<file path="config.mk">
export PLATFORM = sky130hd
export DESIGN_NAME = dds_divider
export DESIGN_NICKNAME = d
export VERILOG_FILES = /design/src/hw/rtl/dds_pkg.sv /design/src/hw/rtl/dds_divider.sv
export SDC_FILE = /design/constraint.sdc
export NUM_CORES = 1
export LEC_CHECK = 0
export ABC_AREA = 1
export BUFFER_PORTS_ARGS = -buffer_cell sky130_fd_sc_hd__buf_4
export CAP_MARGIN = 30
export CORE_MARGIN = 3
export CORE_UTILIZATION = 50
export CTS_CLUSTER_DIAMETER = 100
export DETAILED_ROUTE_END_ITERATION = 10
export HOLD_SLACK_MARGIN = 0.05
export PLACE_DENSITY_LB_ADDON = 0.12
export SETUP_SLACK_MARGIN = 0.5
export SYNTH_ARGS = -nofsm -noshare
export SYNTH_HDL_FRONTEND = slang
export SYNTH_SLANG_ARGS = --single-unit
</file>
<file path="constraint.sdc">
create_clock -name clk_i -period 4.85 [get_ports clk_i]
set_input_delay 0.2425 -clock clk_i [delete_from_list [all_inputs] [get_ports clk_i]]
set_output_delay 0.2425 -clock clk_i [all_outputs]
set_load 0.01 [all_outputs]
</file>
<file path="src/hw/rtl/dds_pkg.sv">
// ---------------------------------------------------------------------------
// dds_pkg
// shared types, constants and helpers of the sweep cell
// ---------------------------------------------------------------------------
package dds_pkg;

  localparam int unsigned MaxXDef     = 16;
  localparam int unsigned MaxYDef     = 16;
  localparam int unsigned MaxZDef     = 16;
  localparam int unsigned StoreDepth  = 256;
  localparam int unsigned IdxW        = 8;
  localparam int unsigned CosW        = 18;
  localparam int unsigned CfgIdxW     = 2;
  localparam int unsigned InDataW     = 176;
  localparam int unsigned OutDataW    = 32;

  localparam logic signed [31:0] SatMax = 32'sh7fffffff;
  localparam logic signed [31:0] SatMin = 32'sh80000000;

  typedef enum logic [1:0] {
    ActLoad  = 2'd0,
    ActSweep = 2'd1,
    ActRead  = 2'd2,
    ActNop   = 2'd3
  } action_e;

  typedef enum logic [1:0] {
    CfgCosX = 2'd0,
    CfgCosY = 2'd1,
    CfgCosZ = 2'd2
  } cfg_reg_e;

  typedef enum logic [3:0] {
    StIdle,
    StRdWait,
    StTermX,
    StTermY,
    StTermZ,
    StProd,
    StDen,
    StFlux,
    StFace,
    StWrite,
    StOut
  } state_e;

  // divider request and response
  typedef struct packed {
    logic               start;
    logic signed [63:0] num;
    logic signed [63:0] den;
  } div_req_t;

  typedef struct packed {
    logic               done;
    logic signed [63:0] quo;
  } div_rsp_t;

  function automatic logic signed [31:0] sat32(input logic signed [65:0] v);
    if (v > 66'sd2147483647) begin
      return SatMax;
    end else if (v < -66'sd2147483648) begin
      return SatMin;
    end
    return v[31:0];
  endfunction

endpackage

</file>
<file path="src/hw/rtl/dds_divider.sv">
// ---------------------------------------------------------------------------
// dds_divider
// signed 64-bit restoring divider, one quotient bit per cycle, truncating
// ---------------------------------------------------------------------------
module dds_divider (
  input  logic              clk_i,
  input  logic              rst_ni,
  input  dds_pkg::div_req_t req_i,
  output dds_pkg::div_rsp_t rsp_o
);

  logic        busy_q, busy_d;
  logic [6:0]  cnt_q, cnt_d;
  logic [63:0] rem_q, rem_d;
  logic [63:0] quo_q, quo_d;
  logic [63:0] dvs_q, dvs_d;
  logic        neg_q, neg_d;
  logic        done_q, done_d;
  logic [64:0] trial;
  logic [63:0] num_abs;

  always_comb begin
    busy_d  = busy_q;
    cnt_d   = cnt_q;
    rem_d   = rem_q;
    quo_d   = quo_q;
    dvs_d   = dvs_q;
    neg_d   = neg_q;
    done_d  = 1'b0;
    num_abs = req_i.num[63] ? 64'(-req_i.num) : req_i.num;
    trial   = {rem_q, quo_q[63]} - {1'b0, dvs_q};
    if (req_i.start) begin
      busy_d = 1'b1;
      cnt_d  = 7'd0;
      rem_d  = '0;
      quo_d  = num_abs;
      dvs_d  = req_i.den[63] ? 64'(-req_i.den) : req_i.den;
      neg_d  = req_i.num[63] ^ req_i.den[63];
    end else if (busy_q) begin
      if (!trial[64]) begin
        rem_d = trial[63:0];
        quo_d = {quo_q[62:0], 1'b1};
      end else begin
        rem_d = {rem_q[62:0], quo_q[63]};
        quo_d = {quo_q[62:0], 1'b0};
      end
      cnt_d = cnt_q + 7'd1;
      if (cnt_q == 7'd63) begin
        busy_d = 1'b0;
        done_d = 1'b1;
      end
    end
  end

  always_ff @(posedge clk_i or negedge rst_ni) begin
    if (!rst_ni) begin
      busy_q <= 1'b0;
      done_q <= 1'b0;
      cnt_q  <= '0;
    end else begin
      busy_q <= busy_d;
      done_q <= done_d;
      cnt_q  <= cnt_d;
    end
  end

  always_ff @(posedge clk_i) begin
    rem_q <= rem_d;
    quo_q <= quo_d;
    dvs_q <= dvs_d;
    neg_q <= neg_d;
  end

  assign rsp_o.done = done_q;
  assign rsp_o.quo  = neg_q ? 64'(-quo_q) : quo_q;

endmodule

</file>
==> flow_summary.ini <==
[power_and_ir_drop]
power.density_nw_per_um2 = 242
leakagePower_nw = 12.3
pwr-share-seq_pct = 36.7
p_clk_share_pct = 36.8
ir_worst_vdd_v = 0.000253
internal_power_mw = 3.76
p_comb_share_pct = 26.5
switching_share_pct = 33.7
power_switching_mw = 1.91

[critical_path]
r2r_setup_slack_ns = 1.44
start_kind = flip-flop
end_kind = output pin
rr_worst_depth = 20
required_ns = 4.61
r2r-end = rem_q[56]
r2r-start = quo_q[63]
crit_arrival_ns = 3.41
critPathLaunch = quo_q[0]
cp_max_fo = 7
worstSetupPathType = reg2out

[placed_design]
dpl.hpwl_um = 62100
place_congestion = 1.04
dp.cells = 4048
port_buffers = 195

[synth]
synth_nets = 3581
synth-main-ff-cell = edfxtp_1
synth_seq_cells = 202
synth_edf_count = 129
yosysSeqAreaShare_pct = 26.5
synth_top_cell_by_area = nand2_1
ys_top_cells_by_area = nand2_1 21%, edfxtp_1 19%, inv_1 13%
synth.avg_cell_area_um2 = 6.00
synth_area_um2 = 20300
synth_top_area_share_pct = 21.0
synth_cell_types = 50
syn_inst = 3381
synth-async-reset-ratio_pct = 4.46
yosysWarnings = 0

[clock_network]
numCtsBuffers = 27
clk_pin_slew_worst_paths_ns = 0.06
clock_latency_ns = 0.57
cts-resized-gates = 0
cts_tree = done
cts_root_buf = clkbuf_16
clkSinkCount = 202
htreeDepth = 1
clock_path_buffers = 3

[job]
maxCapViolations = 0

[floorplan]
die_h_um = 207
core_area_um2 = 39900
rows = 73
dieArea_um2 = 43000
io_pins = 196
start_util_pct = 50.8
die_w_um = 207

[layout]
syn_to_final_growth_pct = 15.4
drive_above_1_share_pct = 9.35
fin_cells = 4129
num_antenna_cells = 0
final_common_cell = nand2_1
most-common-layout-cells = 1138 x nand2_1, 689 x inv_1, 337 x nor2_1
layout.nets = 3784

[min_path]
whs_path_depth = 2
hold_path_end = dvs_q[18]
hold_start = req_i[18]
hp-class = in2reg

[detailed_routing]
drc = 0
wire_per_inst_um = 18.4
first_pass_iters = 6
drt-vias-per-instance = 5.33
wirelength_um = 76100
antenna_left = 0
vias = 22000
drtIter0Drc = 2234

[sta]
rsz0062_at_grt = no
fin_crit_ns = 3.65
hold_viol_final = 0
tns_ns = 0
fin_skew_ns = 0.0182
period_share_pct = 75.2
max_freq_mhz = 274
holdWs_ns = 0.0731
report.final.slew_viol_count = 0
tightest_slew_ns = 0.878
setup_viol = 0
maxSlewHeadroom_pct = 41.5

[global_route]
overflow = 0
antenna_found_initial = 3
grt_max_degree = 70
grt_pass1_vias = 20600
grt_pass1_wl_um = 117000
grt_util_all_layers_pct = 34.1

[status]
status = complete, no violations
-- sequential cells by signal, indices dropped and copies added, names as in the netlist --
register  count
dvs_q        64
busy_q        1
quo_q        64
done_q        1
cnt_q         7
rem_q        64
neg_q         1
-- power by group through the flow --
stage / clock, mW / sequential [mW] / combinational (mW)
floorplan: 0 / 2.08 / 0.793
global placement: 0 / 2.11 / 1.44
detailed placement: 0 / 2.11 / 1.44
CTS: 2.10 / 2.08 / 1.47
global route: 2.17 / 2.09 / 1.62
finish: 2.08 / 2.08 / 1.50
-- Yosys cell counts, types with 3 or more instances --
library cell / n
a21oi_1: 70
a31oi_1: 18
a41oi_1: 3
buf_1: 8
buf_12: 4
buf_2: 4
buf_4: 3
buf_6: 5
clkbuf_1: 41
dfrtp_1: 9
dfxtp_1: 64
edfxtp_1: 129
ha_1: 68
inv_1: 691
inv_2: 3
nand2_1: 1138
nand2_2: 45
nand2_4: 3
nand3_1: 203
nand3b_1: 9
nand4_1: 72
nor2_1: 339
nor2_2: 10
nor2_4: 4
nor3_1: 46
nor4_1: 31
o21ai_0: 119
o21ai_1: 5
o31ai_1: 8
or2_2: 9
xnor2_1: 54
xor2_1: 142
-- stage by stage --
step | setup WS [ns] | utilization [%] | power [mW] | cell area (um2)
2_1_floorplan | 2.35 | - | 2.87 | 20300
6_report | 1.20 | 58.7 | 5.66 | 23400
3_5_place_dp | 1.48 | 55.6 | 3.55 | 22200
4_1_cts | 1.32 | 58.6 | 5.65 | 23400
5_1_grt | 0.993 | 58.7 | 5.88 | 23400
3_3_place_gp | 1.58 | 55.5 | 3.54 | 22200
-- logic make-up after synthesis --
family / after synthesis / share of synthesized area [%]
AO/OA/AOI/OAI: 234 / 6.22
XOR/XNOR: 196 / 8.46
adder cells (fa/ha/maj): 69 / 4.29
buffers and inverters: 761 / 14.7
flip-flops: 202 / 26.5
AND/OR/NAND/NOR: 1919 / 39.8
-- worst max path at each step --
| stage | to | slack, ns | depth (start not counted) |
|---|---|---|---|
| after floorplan | quo_q[0] | 2.35 | 19 |
| after global placement | rem_q[55] | 1.58 | 20 |
| after detailed placement | rem_q[56] | 1.48 | 20 |
| after CTS | rsp_o[54] | 1.32 | 13 |
| after global routing | rsp_o[54] | 0.99 | 13 |
| final | rsp_o[54] | 1.20 | 13 |
-- what timing repair did --
action,4_1_cts,5_1_grt
hold buffers,31,0
setup buffers,0,0
endpoints found under the hold margin,38,0
-- per-layer routing --
metal / global-route usage, % / up-vias / wire length (um)
li1: - / 10800 / -
met3: 6.01 / 129 / 7280
met4: 9.41 / 6 / 2170
met5: 0 / - / 35
met2: 52.1 / 998 / 32400
met1: 49.8 / 10000 / 34200
-- area by class of cell --
class                           count  area, um2
Fill cell                        3987      16500
Clock inverter                     19        220
Clock buffer                       30        687
Timing Repair Buffer              240       1920
Multi-Input combinational cell   2418      11900
Sequential cell                   202       5380
Tap cell                          525        657
Inverter                          695       2610
-- critical path: stages (launching register included) --
cell	delay [ns]
edfxtp_1	0.44
inv_1	0.10
ha_1	0.18
nand3_1	0.15
nor2_1	0.26
nand2_1	0.11
nor2_1	0.24
nand4_1	0.27
nor2_2	0.36
a41oi_1	0.28
nand2_1	0.12
inv_1	0.05
nor2_1	0.13
buf_4	0.15
Power figures use the tool's default switching activity.
